===== src/rtl/core/u8u16_pkg.sv =====
// ----------------------------------------------------------------------------
// u8u16_pkg
// Shared types and constants of the UTF-8 to UTF-16 transcoder.
// ----------------------------------------------------------------------------
package u8u16_pkg;

   localparam int CP_WIDTH    = 21;
   localparam int UNIT_WIDTH  = 16;
   localparam int BYTE_WIDTH  = 8;
   localparam int CAP_WIDTH   = 24;
   localparam int CSR_IDX_W   = 1;
   localparam int QUEUE_DEPTH = 4;
   localparam int QPTR_W      = $clog2(QUEUE_DEPTH);

   // request and result codes
   localparam logic REQ_BYTE        = 1'b0;
   localparam logic REQ_END         = 1'b1;
   localparam logic RES_UNIT        = 1'b0;
   localparam logic RES_SUMMARY     = 1'b1;
   localparam logic STATUS_OK       = 1'b0;
   localparam logic STATUS_OVERFLOW = 1'b1;

   // configuration register indexes
   localparam logic [CSR_IDX_W-1:0] CSR_OUT_CAPACITY = 1'b0;
   localparam logic [CSR_IDX_W-1:0] CSR_SIZE_QUERY   = 1'b1;

   // code point constants
   localparam logic [UNIT_WIDTH-1:0] REPL_CHAR    = 16'hFFFD;
   localparam logic [UNIT_WIDTH-1:0] SURR_HI_BASE = 16'hD800;
   localparam logic [UNIT_WIDTH-1:0] SURR_LO_BASE = 16'hDC00;
   localparam logic [UNIT_WIDTH-1:0] TEN_BIT_MASK = 16'h03FF;
   localparam logic [CP_WIDTH-1:0]   MIN_CP_2     = 21'h00080;
   localparam logic [CP_WIDTH-1:0]   MIN_CP_3     = 21'h00800;
   localparam logic [CP_WIDTH-1:0]   SUPP_BASE    = 21'h10000;
   localparam logic [CP_WIDTH-1:0]   MAX_CP       = 21'h10FFFF;
   localparam logic [CP_WIDTH-1:0]   SURR_FIRST   = 21'h0D800;
   localparam logic [CP_WIDTH-1:0]   SURR_LAST    = 21'h0DFFF;

   // byte classification masks and tags
   localparam logic [BYTE_WIDTH-1:0] CONT_MASK  = 8'hC0;
   localparam logic [BYTE_WIDTH-1:0] CONT_TAG   = 8'h80;
   localparam logic [BYTE_WIDTH-1:0] PAYLOAD6   = 8'h3F;
   localparam logic [BYTE_WIDTH-1:0] LEAD2_MASK = 8'hE0;
   localparam logic [BYTE_WIDTH-1:0] LEAD2_TAG  = 8'hC0;
   localparam logic [BYTE_WIDTH-1:0] LEAD3_MASK = 8'hF0;
   localparam logic [BYTE_WIDTH-1:0] LEAD3_TAG  = 8'hE0;
   localparam logic [BYTE_WIDTH-1:0] LEAD4_MASK = 8'hF8;
   localparam logic [BYTE_WIDTH-1:0] LEAD4_TAG  = 8'hF0;

   // one queue entry per accepted request: up to two code points, then
   // optionally the end summary
   typedef struct packed {
      logic                  is_end;
      logic                  a_valid;
      logic [CP_WIDTH-1:0]   a_cp;
      logic                  a_rep;
      logic                  b_valid;
      logic [UNIT_WIDTH-1:0] b_cp;
      logic                  b_rep;
   } u8u16_entry_type;

   typedef enum logic [1:0] {
      PH_FIRST,
      PH_LOW,
      PH_SECOND,
      PH_SUMMARY
   } u8u16_phase_type;

   typedef enum logic [2:0] {
      ST_NONE,
      ST_FIRST,
      ST_LOW,
      ST_SECOND,
      ST_SUMMARY
   } u8u16_step_type;

endpackage


===== src/rtl/core/u8u16_if.sv =====
// ----------------------------------------------------------------------------
// u8u16 channel interfaces
// Request (source byte / end) and response (unit / summary) channels.
// ----------------------------------------------------------------------------
interface u8u16_req_if;
   import u8u16_pkg::*;
   logic                  valid;
   logic                  ready;
   logic                  req_type;
   logic [BYTE_WIDTH-1:0] in_byte;

   modport source (output valid, output req_type, output in_byte, input ready);
   modport sink   (input valid, input req_type, input in_byte, output ready);
endinterface

interface u8u16_rsp_if;
   import u8u16_pkg::*;
   logic                  valid;
   logic                  ready;
   logic                  result_kind;
   logic [UNIT_WIDTH-1:0] code_unit;
   logic                  replaced;
   logic [CAP_WIDTH-1:0]  written_bytes;
   logic                  status;
   logic                  last_result;

   modport source (output valid, output result_kind, output code_unit, output replaced,
                   output written_bytes, output status, output last_result,
                   input ready);
   modport sink   (input valid, input result_kind, input code_unit, input replaced,
                   input written_bytes, input status, input last_result,
                   output ready);
endinterface


===== src/rtl/core/u8u16_front.sv =====
// ----------------------------------------------------------------------------
// u8u16_front
// UTF-8 sequence decoder: classifies each byte and queues code points.
// ----------------------------------------------------------------------------
module u8u16_front (
   input  logic                       clock,
   input  logic                       reset,
   u8u16_req_if.sink                  req_ch,
   input  logic                       queue_full,
   output logic                       push,
   output u8u16_pkg::u8u16_entry_type push_data
);
   import u8u16_pkg::*;

   logic [CP_WIDTH-1:0]   acc_ff, acc_in;
   logic [1:0]            rem_ff, rem_in;
   logic [1:0]            len_ff, len_in;
   logic [BYTE_WIDTH-1:0] src_byte;
   logic                  is_cont;
   logic [CP_WIDTH-1:0]   acc_cont;
   logic                  bad_cp;
   logic                  ld_emit;
   logic [UNIT_WIDTH-1:0] ld_cp;
   logic                  ld_rep;
   logic                  ld_start;
   logic [CP_WIDTH-1:0]   ld_acc;
   logic [1:0]            ld_len;

   assign req_ch.ready = !queue_full;
   assign push         = req_ch.valid && !queue_full;
   assign src_byte     = req_ch.in_byte;
   assign is_cont      = (src_byte & CONT_MASK) == CONT_TAG;
   assign acc_cont     = {acc_ff[CP_WIDTH-7:0], src_byte[5:0] & PAYLOAD6[5:0]};

   // overlong, surrogate or out of range
   assign bad_cp = (len_ff == 2'd1 && acc_cont < MIN_CP_2) ||
                   (len_ff == 2'd2 && acc_cont < MIN_CP_3) ||
                   (len_ff == 2'd3 && acc_cont < SUPP_BASE) ||
                   (acc_cont > MAX_CP) ||
                   (acc_cont >= SURR_FIRST && acc_cont <= SURR_LAST);

   // lead byte decode
   always_comb begin
      ld_emit  = 1'b0;
      ld_cp    = REPL_CHAR;
      ld_rep   = 1'b0;
      ld_start = 1'b0;
      ld_acc   = '0;
      ld_len   = 2'd0;
      if (!src_byte[7]) begin
         ld_emit = 1'b1;
         ld_cp   = UNIT_WIDTH'(src_byte);
      end else if ((src_byte & LEAD2_MASK) == LEAD2_TAG) begin
         ld_start = 1'b1;
         ld_acc   = CP_WIDTH'(src_byte[4:0]);
         ld_len   = 2'd1;
      end else if ((src_byte & LEAD3_MASK) == LEAD3_TAG) begin
         ld_start = 1'b1;
         ld_acc   = CP_WIDTH'(src_byte[3:0]);
         ld_len   = 2'd2;
      end else if ((src_byte & LEAD4_MASK) == LEAD4_TAG) begin
         ld_start = 1'b1;
         ld_acc   = CP_WIDTH'(src_byte[2:0]);
         ld_len   = 2'd3;
      end else begin
         ld_emit = 1'b1;
         ld_rep  = 1'b1;
      end
   end

   always_comb begin
      push_data = '0;
      acc_in    = acc_ff;
      rem_in    = rem_ff;
      len_in    = len_ff;
      if (req_ch.req_type == REQ_END) begin
         // truncated sequence at end of source
         push_data.is_end  = 1'b1;
         push_data.a_valid = (rem_ff != 2'd0);
         push_data.a_cp    = CP_WIDTH'(REPL_CHAR);
         push_data.a_rep   = 1'b1;
         acc_in            = '0;
         rem_in            = 2'd0;
         len_in            = 2'd0;
      end else if (rem_ff != 2'd0 && is_cont) begin
         acc_in = acc_cont;
         rem_in = rem_ff - 2'd1;
         if (rem_ff == 2'd1) begin
            push_data.a_valid = 1'b1;
            push_data.a_cp    = bad_cp ? CP_WIDTH'(REPL_CHAR) : acc_cont;
            push_data.a_rep   = bad_cp;
         end
      end else if (rem_ff != 2'd0) begin
         // broken sequence: replace it, then take the byte as a new lead
         push_data.a_valid = 1'b1;
         push_data.a_cp    = CP_WIDTH'(REPL_CHAR);
         push_data.a_rep   = 1'b1;
         push_data.b_valid = ld_emit;
         push_data.b_cp    = ld_cp;
         push_data.b_rep   = ld_rep;
         rem_in            = 2'd0;
         if (ld_start) begin
            acc_in = ld_acc;
            rem_in = ld_len;
            len_in = ld_len;
         end
      end else begin
         push_data.a_valid = ld_emit;
         push_data.a_cp    = CP_WIDTH'(ld_cp);
         push_data.a_rep   = ld_rep;
         if (ld_start) begin
            acc_in = ld_acc;
            rem_in = ld_len;
            len_in = ld_len;
         end
      end
   end

   always_ff @(posedge clock) begin
      if (reset) begin
         acc_ff <= '0;
         rem_ff <= 2'd0;
         len_ff <= 2'd0;
      end else if (push) begin
         acc_ff <= acc_in;
         rem_ff <= rem_in;
         len_ff <= len_in;
      end
   end

   a_rem_within_len: assert property (@(posedge clock) disable iff (reset)
      rem_ff != 2'd0 |-> len_ff != 2'd0 && rem_ff <= len_ff)
      else $error("pending count exceeds sequence length");

   a_end_clears: assert property (@(posedge clock) disable iff (reset)
      push && req_ch.req_type == REQ_END |=> rem_ff == 2'd0 && acc_ff == '0)
      else $error("decoder state not cleared after end of source");

   a_cont_no_second: assert property (@(posedge clock) disable iff (reset)
      push && rem_ff != 2'd0 && is_cont |-> !push_data.b_valid)
      else $error("continuation byte produced a second code point");

endmodule


===== src/rtl/core/u8u16_queue.sv =====
// ----------------------------------------------------------------------------
// u8u16_queue
// Short FIFO of decoded entries between decoder and emitter.
// ----------------------------------------------------------------------------
module u8u16_queue (
   input  logic                       clock,
   input  logic                       reset,
   input  logic                       push,
   input  u8u16_pkg::u8u16_entry_type push_data,
   output logic                       full,
   output logic                       head_valid,
   output u8u16_pkg::u8u16_entry_type head_data,
   input  logic                       pop
);
   import u8u16_pkg::*;

   u8u16_entry_type   slot_ff [QUEUE_DEPTH];
   logic [QPTR_W-1:0] wr_ptr_ff, rd_ptr_ff;
   logic [QPTR_W:0]   level_ff, level_in;

   assign full       = (level_ff == (QPTR_W+1)'(QUEUE_DEPTH));
   assign head_valid = (level_ff != '0);
   assign head_data  = slot_ff[rd_ptr_ff];
   assign level_in   = level_ff + (QPTR_W+1)'(push) - (QPTR_W+1)'(pop);

   always_ff @(posedge clock) begin
      if (push) begin
         slot_ff[wr_ptr_ff] <= push_data;
      end
   end

   always_ff @(posedge clock) begin
      if (reset) begin
         wr_ptr_ff <= '0;
         rd_ptr_ff <= '0;
         level_ff  <= '0;
      end else begin
         if (push) begin
            wr_ptr_ff <= wr_ptr_ff + QPTR_W'(1);
         end
         if (pop) begin
            rd_ptr_ff <= rd_ptr_ff + QPTR_W'(1);
         end
         level_ff <= level_in;
      end
   end

   a_no_push_full: assert property (@(posedge clock) disable iff (reset)
      push |-> !full)
      else $error("push into full queue");

   a_no_pop_empty: assert property (@(posedge clock) disable iff (reset)
      pop |-> head_valid)
      else $error("pop from empty queue");

   a_level_bound: assert property (@(posedge clock) disable iff (reset)
      level_ff <= (QPTR_W+1)'(QUEUE_DEPTH))
      else $error("queue level out of range");

endmodule


===== src/rtl/core/u8u16_back.sv =====
// ----------------------------------------------------------------------------
// u8u16_back
// Emitter: capacity check, byte count, surrogate split and result register.
// ----------------------------------------------------------------------------
module u8u16_back #(
   parameter int COUNT_WIDTH = 24
) (
   input  logic                               clock,
   input  logic                               reset,
   input  logic                               head_valid,
   input  u8u16_pkg::u8u16_entry_type         head_data,
   output logic                               pop,
   input  logic [u8u16_pkg::CAP_WIDTH-1:0]    out_capacity,
   input  logic                               size_query,
   u8u16_rsp_if.source                        rsp_ch
);
   import u8u16_pkg::*;

   localparam int CMP_W = ((COUNT_WIDTH > CAP_WIDTH) ? COUNT_WIDTH : CAP_WIDTH) + 1;

   typedef struct packed {
      logic                  result_kind;
      logic [UNIT_WIDTH-1:0] code_unit;
      logic                  replaced;
      logic [CAP_WIDTH-1:0]  written_bytes;
      logic                  status;
      logic                  last_result;
   } result_type;

   u8u16_phase_type        phase_ff, phase_in;
   u8u16_step_type         step;
   logic [COUNT_WIDTH-1:0] count_ff, count_in;
   logic                   ovf_ff, ovf_in;
   result_type             out_ff, out_in;
   logic                   out_valid_ff, out_valid_in;

   logic                   step_go;
   logic [CMP_W-1:0]       cap_x, sum2, sum4;
   logic [COUNT_WIDTH-1:0] sat2, sat4;
   logic                   fits2, fits4;
   logic                   a_supp, a_emit, b_emit, b_next;
   logic [CP_WIDTH-1:0]    supp_off;
   logic [UNIT_WIDTH-1:0]  hi_unit, lo_unit;
   logic [CMP_W-1:0]       count_x;
   logic                   load;
   result_type             res;

   assign step_go  = head_valid && (!out_valid_ff || rsp_ch.ready);
   assign cap_x    = CMP_W'(out_capacity);
   assign count_x  = CMP_W'(count_ff);
   assign sum2     = count_x + CMP_W'(2);
   assign sum4     = count_x + CMP_W'(4);
   assign sat2     = (|sum2[CMP_W-1:COUNT_WIDTH]) ? '1 : sum2[COUNT_WIDTH-1:0];
   assign sat4     = (|sum4[CMP_W-1:COUNT_WIDTH]) ? '1 : sum4[COUNT_WIDTH-1:0];
   assign fits2    = !(sum2 > cap_x);
   assign fits4    = !(sum4 > cap_x);

   assign a_supp   = (head_data.a_cp >= SUPP_BASE);
   assign a_emit   = !ovf_ff && !size_query && (a_supp ? fits4 : fits2);
   assign b_emit   = !ovf_ff && !size_query && fits2;
   // after one more unit, will the second code point still be emitted
   assign b_next   = head_data.b_valid && fits4;

   assign supp_off = head_data.a_cp - SUPP_BASE;
   assign hi_unit  = SURR_HI_BASE + (UNIT_WIDTH'(supp_off[19:10]) & TEN_BIT_MASK);
   assign lo_unit  = SURR_LO_BASE + (UNIT_WIDTH'(supp_off[9:0]) & TEN_BIT_MASK);

   // current step decoder
   always_comb begin
      unique case (phase_ff)
         PH_FIRST: begin
            if (head_data.a_valid) begin
               step = ST_FIRST;
            end else if (head_data.b_valid) begin
               step = ST_SECOND;
            end else if (head_data.is_end) begin
               step = ST_SUMMARY;
            end else begin
               step = ST_NONE;
            end
         end
         PH_LOW:     step = ST_LOW;
         PH_SECOND:  step = ST_SECOND;
         PH_SUMMARY: step = ST_SUMMARY;
         default:    step = ST_NONE;
      endcase
   end

   // next phase and queue pop
   always_comb begin
      phase_in = phase_ff;
      pop      = 1'b0;
      if (step_go) begin
         unique case (step)
            ST_FIRST, ST_LOW: begin
               if (step == ST_FIRST && a_emit && a_supp) begin
                  phase_in = PH_LOW;
               end else if (head_data.b_valid) begin
                  phase_in = PH_SECOND;
               end else if (head_data.is_end) begin
                  phase_in = PH_SUMMARY;
               end else begin
                  phase_in = PH_FIRST;
                  pop      = 1'b1;
               end
            end
            ST_SECOND: begin
               if (head_data.is_end) begin
                  phase_in = PH_SUMMARY;
               end else begin
                  phase_in = PH_FIRST;
                  pop      = 1'b1;
               end
            end
            default: begin
               phase_in = PH_FIRST;
               pop      = 1'b1;
            end
         endcase
      end
   end

   // count, overflow and result for the current step
   always_comb begin
      count_in = count_ff;
      ovf_in   = ovf_ff;
      load     = 1'b0;
      res      = '0;
      if (step_go) begin
         unique case (step)
            ST_FIRST: begin
               if (ovf_ff) begin
                  count_in = count_ff;
               end else if (size_query) begin
                  count_in = a_supp ? sat4 : sat2;
               end else if (!a_emit) begin
                  ovf_in = 1'b1;
               end else begin
                  load              = 1'b1;
                  count_in          = sat2;
                  res.result_kind   = RES_UNIT;
                  res.code_unit     = a_supp ? hi_unit : head_data.a_cp[UNIT_WIDTH-1:0];
                  res.replaced      = head_data.a_rep;
                  res.written_bytes = CAP_WIDTH'(CMP_W'(sat2));
                  res.status        = STATUS_OK;
                  res.last_result   = !a_supp && !(b_next || head_data.is_end);
               end
            end
            ST_LOW: begin
               load              = 1'b1;
               count_in          = sat2;
               res.result_kind   = RES_UNIT;
               res.code_unit     = lo_unit;
               res.replaced      = head_data.a_rep;
               res.written_bytes = CAP_WIDTH'(CMP_W'(sat2));
               res.status        = STATUS_OK;
               res.last_result   = !(b_next || head_data.is_end);
            end
            ST_SECOND: begin
               if (ovf_ff) begin
                  count_in = count_ff;
               end else if (size_query) begin
                  count_in = sat2;
               end else if (!b_emit) begin
                  ovf_in = 1'b1;
               end else begin
                  load              = 1'b1;
                  count_in          = sat2;
                  res.result_kind   = RES_UNIT;
                  res.code_unit     = head_data.b_cp;
                  res.replaced      = head_data.b_rep;
                  res.written_bytes = CAP_WIDTH'(CMP_W'(sat2));
                  res.status        = STATUS_OK;
                  res.last_result   = !head_data.is_end;
               end
            end
            ST_SUMMARY: begin
               load              = 1'b1;
               res.result_kind   = RES_SUMMARY;
               res.written_bytes = CAP_WIDTH'(count_x);
               res.status        = ovf_ff ? STATUS_OVERFLOW : STATUS_OK;
               res.last_result   = 1'b1;
               count_in          = '0;
               ovf_in            = 1'b0;
            end
            default: begin
               count_in = count_ff;
            end
         endcase
      end
   end

   // result register
   always_comb begin
      if (step_go) begin
         out_valid_in = load;
      end else begin
         out_valid_in = out_valid_ff && !rsp_ch.ready;
      end
      out_in = load ? res : out_ff;
   end

   always_ff @(posedge clock) begin
      out_ff <= out_in;
   end

   always_ff @(posedge clock) begin
      if (reset) begin
         phase_ff     <= PH_FIRST;
         count_ff     <= '0;
         ovf_ff       <= 1'b0;
         out_valid_ff <= 1'b0;
      end else begin
         phase_ff     <= phase_in;
         count_ff     <= count_in;
         ovf_ff       <= ovf_in;
         out_valid_ff <= out_valid_in;
      end
   end

   assign rsp_ch.valid         = out_valid_ff;
   assign rsp_ch.result_kind   = out_ff.result_kind;
   assign rsp_ch.code_unit     = out_ff.code_unit;
   assign rsp_ch.replaced      = out_ff.replaced;
   assign rsp_ch.written_bytes = out_ff.written_bytes;
   assign rsp_ch.status        = out_ff.status;
   assign rsp_ch.last_result   = out_ff.last_result;

   a_low_after_high: assert property (@(posedge clock) disable iff (reset)
      phase_ff == PH_LOW |-> out_valid_ff && out_ff.code_unit[15:10] == SURR_HI_BASE[15:10])
      else $error("low surrogate phase without pending high surrogate");

   a_unit_status_ok: assert property (@(posedge clock) disable iff (reset)
      out_valid_ff && out_ff.result_kind == RES_UNIT |-> out_ff.status == STATUS_OK)
      else $error("code unit carries overflow status");

   a_summary_last: assert property (@(posedge clock) disable iff (reset)
      out_valid_ff && out_ff.result_kind == RES_SUMMARY |-> out_ff.last_result)
      else $error("summary not marked last");

   a_summary_clears: assert property (@(posedge clock) disable iff (reset)
      step_go && step == ST_SUMMARY |=> count_ff == '0 && !ovf_ff)
      else $error("stream count not cleared after summary");

endmodule


===== src/rtl/core/utf8_to_utf16_transcoder_core.sv =====
// ----------------------------------------------------------------------------
// utf8_to_utf16_transcoder_core
// UTF-8 byte stream in, UTF-16 code units and an end summary out.
// ----------------------------------------------------------------------------
//
//  channel   direction  transfer carries
//  -------   ---------  -----------------------------------------------------
//  req_ch    in         req_type, in_byte (one source byte or end of source)
//  rsp_ch    out        result_kind, code_unit, replaced, written_bytes,
//                       status, last_result
//  csr_*     in         write enable, register index, 24-bit write data
//
//  One source byte is taken per cycle while the queue is not full. The
//  emitter takes one step per result and one per queued entry that yields
//  none, so a byte giving two results (surrogate pair, or a replacement
//  followed by a new lead) puts it behind; a four-entry queue absorbs that.
//  Reset is synchronous and clears the stream state and both registers.
//  A response stall fills the result register, then the queue, then drops
//  req_ch.ready; a request stall leaves the emitter draining the queue.
//
module utf8_to_utf16_transcoder_core #(
   parameter int COUNT_WIDTH = 24
) (
   input  logic                                clock,
   input  logic                                reset,
   u8u16_req_if.sink                           req_ch,
   u8u16_rsp_if.source                         rsp_ch,
   input  logic                                csr_wr_en,
   input  logic [u8u16_pkg::CSR_IDX_W-1:0]     csr_index,
   input  logic [u8u16_pkg::CAP_WIDTH-1:0]     csr_wdata
);
   import u8u16_pkg::*;

   // configuration registers
   logic [CAP_WIDTH-1:0] cap_ff, cap_in;
   logic                 sq_ff, sq_in;

   // decoder to queue, queue to emitter
   logic            push;
   u8u16_entry_type push_data;
   logic            queue_full;
   logic            head_valid;
   u8u16_entry_type head_data;
   logic            pop;

   // decode the register index on each write
   always_comb begin
      cap_in = cap_ff;
      sq_in  = sq_ff;
      if (csr_wr_en) begin
         unique case (csr_index)
            CSR_OUT_CAPACITY: cap_in = csr_wdata;
            CSR_SIZE_QUERY:   sq_in  = csr_wdata[0];
            default:          cap_in = cap_ff;
         endcase
      end
   end

   always_ff @(posedge clock) begin
      if (reset) begin
         cap_ff <= '0;
         sq_ff  <= 1'b0;
      end else begin
         cap_ff <= cap_in;
         sq_ff  <= sq_in;
      end
   end

   // front: classify bytes, assemble sequences, queue code points
   u8u16_front u_front (
      .clock      (clock),
      .reset      (reset),
      .req_ch     (req_ch),
      .queue_full (queue_full),
      .push       (push),
      .push_data  (push_data)
   );

   // decouple the two halves so each can stall on its own
   u8u16_queue u_queue (
      .clock      (clock),
      .reset      (reset),
      .push       (push),
      .push_data  (push_data),
      .full       (queue_full),
      .head_valid (head_valid),
      .head_data  (head_data),
      .pop        (pop)
   );

   // back: count against capacity, split surrogates, hold the result
   u8u16_back #(
      .COUNT_WIDTH (COUNT_WIDTH)
   ) u_back (
      .clock        (clock),
      .reset        (reset),
      .head_valid   (head_valid),
      .head_data    (head_data),
      .pop          (pop),
      .out_capacity (cap_ff),
      .size_query   (sq_ff),
      .rsp_ch       (rsp_ch)
   );

endmodule

===== src/flat_wrapper.sv =====
// flat-port wrapper written by rule: the top's interface ports become plain ports
module utf8_to_utf16_transcoder_core_flat import u8u16_pkg::*;
#(
   parameter int COUNT_WIDTH = 24
)
  (clock, reset, csr_wr_en, csr_index, csr_wdata, req_ch_valid, req_ch_req_type, req_ch_in_byte, req_ch_ready, rsp_ch_valid, rsp_ch_result_kind, rsp_ch_code_unit, rsp_ch_replaced, rsp_ch_written_bytes, rsp_ch_status, rsp_ch_last_result, rsp_ch_ready);
  u8u16_req_if req_ch_i ();
  u8u16_rsp_if rsp_ch_i ();
  input  logic clock;
  input  logic reset;
  input  logic csr_wr_en;
  input  logic [u8u16_pkg::CSR_IDX_W-1:0] csr_index;
  input  logic [u8u16_pkg::CAP_WIDTH-1:0] csr_wdata;
  input wire logic [$bits(req_ch_i.valid)-1:0] req_ch_valid;
  input wire logic [$bits(req_ch_i.req_type)-1:0] req_ch_req_type;
  input wire logic [$bits(req_ch_i.in_byte)-1:0] req_ch_in_byte;
  output wire logic [$bits(req_ch_i.ready)-1:0] req_ch_ready;
  output wire logic [$bits(rsp_ch_i.valid)-1:0] rsp_ch_valid;
  output wire logic [$bits(rsp_ch_i.result_kind)-1:0] rsp_ch_result_kind;
  output wire logic [$bits(rsp_ch_i.code_unit)-1:0] rsp_ch_code_unit;
  output wire logic [$bits(rsp_ch_i.replaced)-1:0] rsp_ch_replaced;
  output wire logic [$bits(rsp_ch_i.written_bytes)-1:0] rsp_ch_written_bytes;
  output wire logic [$bits(rsp_ch_i.status)-1:0] rsp_ch_status;
  output wire logic [$bits(rsp_ch_i.last_result)-1:0] rsp_ch_last_result;
  input wire logic [$bits(rsp_ch_i.ready)-1:0] rsp_ch_ready;
  assign req_ch_i.valid = req_ch_valid;
  assign req_ch_i.req_type = req_ch_req_type;
  assign req_ch_i.in_byte = req_ch_in_byte;
  assign req_ch_ready = req_ch_i.ready;
  assign rsp_ch_valid = rsp_ch_i.valid;
  assign rsp_ch_result_kind = rsp_ch_i.result_kind;
  assign rsp_ch_code_unit = rsp_ch_i.code_unit;
  assign rsp_ch_replaced = rsp_ch_i.replaced;
  assign rsp_ch_written_bytes = rsp_ch_i.written_bytes;
  assign rsp_ch_status = rsp_ch_i.status;
  assign rsp_ch_last_result = rsp_ch_i.last_result;
  assign rsp_ch_i.ready = rsp_ch_ready;
  utf8_to_utf16_transcoder_core #(.COUNT_WIDTH(COUNT_WIDTH)) u_core (.clock(clock), .reset(reset), .req_ch(req_ch_i), .rsp_ch(rsp_ch_i), .csr_wr_en(csr_wr_en), .csr_index(csr_index), .csr_wdata(csr_wdata));
endmodule

===== config.mk =====
export PLATFORM = sky130hd
export DESIGN_NAME = utf8_to_utf16_transcoder_core_flat
export DESIGN_NICKNAME = d
export VERILOG_FILES = /design/src/rtl/core/u8u16_pkg.sv /design/src/rtl/core/u8u16_if.sv /design/src/rtl/core/u8u16_front.sv /design/src/rtl/core/u8u16_queue.sv /design/src/rtl/core/u8u16_back.sv /design/src/rtl/core/utf8_to_utf16_transcoder_core.sv /design/src/flat_wrapper.sv
export SDC_FILE = /design/constraint.sdc
export NUM_CORES = 1
export LEC_CHECK = 0
export BUFFER_PORTS_ARGS = -buffer_cell sky130_fd_sc_hd__buf_2
export CORE_MARGIN = 2
export CORE_UTILIZATION = 60
export CTS_CLUSTER_DIAMETER = 100
export DETAILED_ROUTE_END_ITERATION = 16
export HOLD_SLACK_MARGIN = 0.08
export PLACE_DENSITY_LB_ADDON = 0.08
export SKIP_CTS_REPAIR_TIMING = 1
export SYNTH_ARGS = -nofsm -noshare
export SYNTH_HDL_FRONTEND = slang
export SYNTH_SLANG_ARGS = --single-unit

===== constraint.sdc =====
create_clock -name clock -period 8.34 [get_ports clock]
set_input_delay 1.668 -clock clock [delete_from_list [all_inputs] [get_ports clock]]
set_output_delay 1.668 -clock clock [all_outputs]
set_load 0.005 [all_outputs]

# [After elaboration in Yosys (flattened, before gate mapping)]
# Memory sizes are Yosys's and may differ from the RTL's. A register that Yosys moved wholly into a read port is not among the register bits.
# Index checks and enable logic that the tools add are counted.
# Widths: inputs -> output; s select.
[op_classes] add_sub_neg=10 magnitude_cmp=9 n_eq_ne=21 muxes=92 bitwise=1 n_reduce_logical=48
[op_table] cell="$mux 24" count=9
[op_table] cell="$mux 43" count=4
[op_table] cell="$pmux 26 s4" count=1
[op_table] cell="$pmux 24 s4" count=1
[op_table] cell="$mux 23" count=4
[op_table] cell="$mux 44" count=2
[op_table] cell="$mux 18" count=3
[op_table] cell="$pmux 17 s3" count=1
[op_table] cell="$gt 25x24->1" count=2
[op_table] cell="$mux 15" count=3
[op_table] cell="$add 15x11->16 const A" count=2
[op_table] cell="$mux 1" count=32
[op_table] cell="$mux 16" count=2
[op_table] cell="$mux 2" count=16
[op_table] cell="$add 24x2->25 const B" count=1
[op_table] cell="$add 24x3->25 const B" count=1
[op_table] cell="$ge 21x16->1 const B" count=1
[op_table] cell="$ge 21x17->1 const B" count=1
[op_table] cell="$gt 21x21->1 const B" count=1
[op_table] cell="$le 21x16->1 const B" count=1
[op_table] cell="$lt 21x12->1 const B" count=1
[op_table] cell="$lt 21x17->1 const B" count=1
[op_table] cell="$lt 21x8->1 const B" count=1
[op_table] cell="$mux 21" count=1
[op_table] cell="33 further kinds" count=89
[word_totals] ff_bits=123 mem_bits_rw=168 inputBits=39 output_inout_bits=46 wordCells=200 mem_count=1
[memory_table] name="u_core.u_queue.slot_ff" depth=4 word_bits=42 read_ports=1 rd_ports_with_merged_regs=1 wr=1 line="u8u16_queue.sv:17" rtl="u8u16_entry_type slot_ff [QUEUE_DEPTH];"

# [Depth between registers and ports, before layout]
[depth] depth_word=12 depth_mapped=22 ltp_nobuf=20

# [Cells and area by module]
# From an unflattened synthesis, not the netlist that was laid out.
[unflattened] cells_unflattened=1290 area_unflattened_um2=15212.1
[modules_own_cells] mod="u8u16_queue" n_inst=1 cells_per_inst=262 area_per_inst_um2=6553.8 seq_area_each_um2=5225.0
[modules_own_cells] mod="u8u16_back" n_inst=1 cells_per_inst=728 area_per_inst_um2=6017.0 seq_area_each_um2=1881.8
[modules_own_cells] mod="u8u16_front" n_inst=1 cells_per_inst=188 area_per_inst_um2=1453.9 seq_area_each_um2=380.4
[modules_own_cells] mod="utf8_to_utf16_transcoder_core" n_inst=1 cells_per_inst=112 area_per_inst_um2=1187.4 seq_area_each_um2=500.5

# [Least setup slack after synthesis]
# OpenSTA, ideal clock, no wires.
[synth_path] path_type="register to register" from="register u_core.u_back.count_ff[2]" to="register u_core.u_queue.level_ff[2]" setup_ps=128 t_arrival_ps=4862 t_required_ps=8212 slack_ps=3351 path_stages_with_launch=22 n_path_buf=2 synth_period_minus_slack_ps=4989 cell_sequence="dfxtp_1 ha_1 nand4_1 nor4_1 clkbuf_1 nand3_1 xnor2_1 ha_1 nand4_1 or4_1 nor4_1 a2111o_1 o2111a_1 and2_1 buf_2 o21ai_0 ha_1 inv_1 ha_1 fa_1 xnor2_1 nor2_1"
[synth_via] elab_chain_cells=11 word_cells_on_any_way=14 cone_classes="add/sub (3); order compare (2); mux (4); reduce/logical (5)"
[synth_rtl] element="from (decl)" line="u8u16_back.sv:32" rtl="logic [COUNT_WIDTH-1:0] count_ff, count_in;"
[synth_rtl] element="from (signal assigned)" line="u8u16_back.sv:215" rtl="count_ff <= count_in;"
[synth_rtl] element="$add 24x2->25 / $add 24x3->25 (equally long branches)" line="u8u16_back.sv:51, u8u16_back.sv:52"
[synth_rtl] element="$gt 25x24->1 (on tied branches)" line="u8u16_back.sv:55, u8u16_back.sv:56"
[synth_rtl] element="$logic_not 1->1 (on tied branches)" line="u8u16_back.sv:55, u8u16_back.sv:56"
[synth_rtl] element="$mux 1 (*)" line="u8u16_back.sv:59" rtl="assign a_emit = !ovf_ff && !size_query && (a_supp ? fits4 : fits2);"
[synth_rtl] element="$logic_and 1x1->1 (*)" line="u8u16_back.sv:59"
[synth_rtl] element="$logic_and 1x1->1 (*) (2 in series)" line="u8u16_back.sv:96" rtl="if (step == ST_FIRST && a_emit && a_supp) begin"
[synth_rtl] element="$mux 1 (*)" line="u8u16_back.sv:96"
[synth_rtl] element="$pmux 1 s2 (*)" line="u8u16_back.sv:94" rtl="unique case (step)"
[synth_rtl] element="$mux 1 (*)" line="u8u16_back.sv:93" rtl="if (step_go) begin"
[synth_rtl] element="via u_core.pop" line="utf8_to_utf16_transcoder_core.sv:44" rtl="logic pop;"
[synth_rtl] element="$sub 3x1->3 (*)" line="u8u16_queue.sv:24" rtl="assign level_in = level_ff + (QPTR_W+1)'(push) - (QPTR_W+1)'(pop);"
[synth_rtl] element="to (signal assigned)" line="u8u16_queue.sv:44" rtl="level_ff <= level_in;"
[synth_rtl] element="to (decl)" line="u8u16_queue.sv:19" rtl="logic [QPTR_W:0] level_ff, level_in;"
# The timed path passes the listed nets; every way through them passes the cells marked *.
# A chain may end at the register's enable or synchronous reset.

# [Final worst setup path]
[layout_path] from="register u_core.u_back.count_ff[3]" to="register u_core.u_queue.level_ff[2]"
# Same word-level chain as after synthesis.

==> metrics.txt <==
Core Rows 55; H-tree depth 1; area of the multi-input gates 0.00604 mm²; Hold Path Class register to register; total negative setup slack 0 ps; DRT Wirelength 34.9 mm; largest net degree at the start of global routing 61; #FFs+latches synth 261; CP max FO 14; port bufs 84; Layout fillers 1739; Die Wd 154 µm; Clock Sinks 261; share of post-route cells with drive strength above 1 16.2%; Setup crit end kind register; Final Hold Viols 0; Slew HR 12.5%; Finish-stage setup viols 0; Synth area leaders edfxtp_1 (40%), dfxtp_1 (12%), ha_1 (5.8%); Netlist Area Pre-Place 0.0136 mm²; final max-slew violation count 0; Post-synth EDFFs 180; grt total ovfl 0; worst vdd ir 0.000242 V; max_cap viols 0; Worst-Margin Slew 1300 ps; drt first pass iters 6; initial DRC count 1189; met3 wire length 3.80 mm; final HPWL from detailed placement 24.5 mm; nets@finish 1390; initial antenna violation count 1; met1 WL 16.6 mm; Post-DRT Antenna Nets 0; CTS tree built; diode count 0; first-pass GRT wire length 54.3 mm; P&R area growth vs syn 10.8%; topmost layer with routed signal wires met4; length of routed met2 wiring 14.0 mm; Die Y 154 µm; synth warn 0; Syn Nets 1340; critical path data arrival time 6460 ps; ys async rst share 0%; clk root buf clkbuf_16; deepest clock path buffer count 3; Worst Clk Skew 15.2 ps; Total Power 4.89 mW; RSZ-0062 raised after global routing false; via count 10.2k; minimum clock period 6050 ps; initial core utilization 60.5%; drt drc 0; Clk pin slew, worst setup/hold paths 70 ps; startpoint types register; FF/Latch Area 0.00703 mm²; CTS Buf Count 27; CP Data Required Time 8750 ps; Post-Syn Area per Cell 11.0 µm²; LEAKAGE 5.31 nW; Fmax 165 MHz; die area 0.0238 mm²; Total GRT Usage 29.3%; GP Congestion 0.978; post-synthesis cell count 1237; vias per inst 6.42; dominant cell type by area after synthesis edfxtp_1; critical path type register to register; vias in the first global route 9450; Post-synth top flop edfxtp_1; period utilization 72.6%; Distinct cells, synth 79; Worst-Skew Late Latency 560 ps; register area share after synthesis 51.8%; post-synth top area share 39.8%; power density over cell area 325 mW/mm²; Routed wire per std cell 21.9 µm; area of the core 0.0224 mm²; io pins 85; status completed
[path summary, 6_finish.rpt]
path	start	endpoint	slack, ps	cells after the start
max	u_core.u_back.count_ff[3]	u_core.u_queue.level_ff[2]	2290	19
min	u_core.u_front.rem_ff[1]	u_core.u_front.rem_ff[1]	450	2
max reg2reg	u_core.u_back.count_ff[3]	u_core.u_queue.level_ff[2]	2290	19
min reg2reg	u_core.u_front.rem_ff[1]	u_core.u_front.rem_ff[1]	450	2
[cell type report]
cell class / count / share of cell area (%)
Clock inverter: 16 / 1.20
Timing Repair Buffer: 100 / 3.60
Clock buffer: 33 / 4.71
Sequential cell: 261 / 46.7
Tap cell: 285 / 2.37
Multi-Input combinational cell: 848 / 40.1
Inverter: 49 / 1.22
[worst max-delay path, cell delays in order, from the launching register on]
cell      delay [ps]
dfxtp_1          460
ha_1             280
nand4_1          210
nor3_1           690
and3_1           260
xor2_1           370
ha_1             220
nand4_1          130
or4_1            440
nor4_1           420
a2111o_1         210
o2111a_1         380
and2_1           550
o21ai_0          190
ha_1             300
inv_1             40
ha_1             180
fa_1             370
xnor2_1          160
nor2_1            50
[metal layers]
layer	up-vias	track usage, %
li1	4712	-
met1	4932	48.5
met2	538	39.4
met3	45	6.42
met4	0	6.08
met5	-	0
[state kept, by name (all words and copies together) (netlist names), 2 cells and up, named ones only]
signal	count
u_core.u_front.acc_ff	15
u_core.u_back.count_ff	24
u_core.u_back.rsp_ch.code_unit	16
u_core.u_queue.wr_ptr_ff	2
u_core.u_queue.level_ff	3
u_core.u_back.rsp_ch.written_bytes	24
u_core.u_queue.rd_ptr_ff	2
u_core.u_queue.slot_ff	136
u_core.u_front.len_ff	2
u_core.u_front.rem_ff	2
u_core.cap_ff	24
u_core.u_back.phase_ff	2
[stage by stage]
| stage | hold slack, ps | cell area, µm² | setup WS, ps | std cells | util, % |
|---|---|---|---|---|---|
| 3_5_place_dp | 448 | 14100 | 2490 | 1543 | 63.1 |
| 4_1_cts | 456 | 15000 | 2440 | 1592 | 67.0 |
| 2_1_floorplan | 432 | 13600 | 3350 | 1237 | - |
| 3_3_place_gp | 443 | 14100 | 2650 | 1543 | 63.1 |
| 5_1_grt | 474 | 15000 | 1840 | 1592 | 67.0 |
| 6_report | 452 | 15000 | 2290 | 1592 | 67.0 |
[cells in the mapped netlist (9+ instances only)]
cell,n
and2_1,12
nor3_1,14
a211oi_2,13
o21ai_0,40
o21ai_1,11
clkbuf_1,63
and3_1,15
nor4_1,12
nand2b_1,15
ha_1,63
a21oi_1,112
nor2b_1,13
mux4_2,35
edfxtp_1,180
nor2_1,90
nand4_1,20
nand3_1,41
xnor2_1,28
nand2_1,136
dfxtp_1,81
inv_1,49
xor2_1,18
a211oi_1,12
a31oi_1,9
a21o_1,19
[cells by family after synthesis]
family / synth area share [%]
simple gates: 13.8
fa+ha+maj: 5.96
flops: 51.8
xor+xnor: 2.97
mux: 6.34
compound gates: 15.4
buf+inv: 3.81
[where the power goes]
part / switching [mW] / internal [mW]
Combinational: 1.19 / 0.670
Sequential: 0.141 / 1.68
Clock: 0.515 / 0.703
Total: 1.84 / 3.05
[cell usage in the layout, fill, tap and decap left out, types with 12 or more instances in the layout]
cell type,Yosys,routed
xnor2_1,28,28
mux4_2,35,35
buf_2,8,84
dfxtp_1,81,80
nor2b_1,13,13
nor2_1,90,89
inv_1,49,48
edfxtp_1,180,180
nand4_1,20,20
buf_4,1,16
a21o_1,19,19
a21oi_1,112,112
a211oi_1,12,12
and3_1,15,15
o21ai_0,40,40
xor2_1,18,18
nand2b_1,15,15
nand2_1,136,136
ha_1,63,63
clkbuf_16,0,27
nand3_1,41,41
nor3_1,14,14
a211oi_2,13,13
and2_1,12,12
No activity file was read; power rests on OpenSTA's default activity.
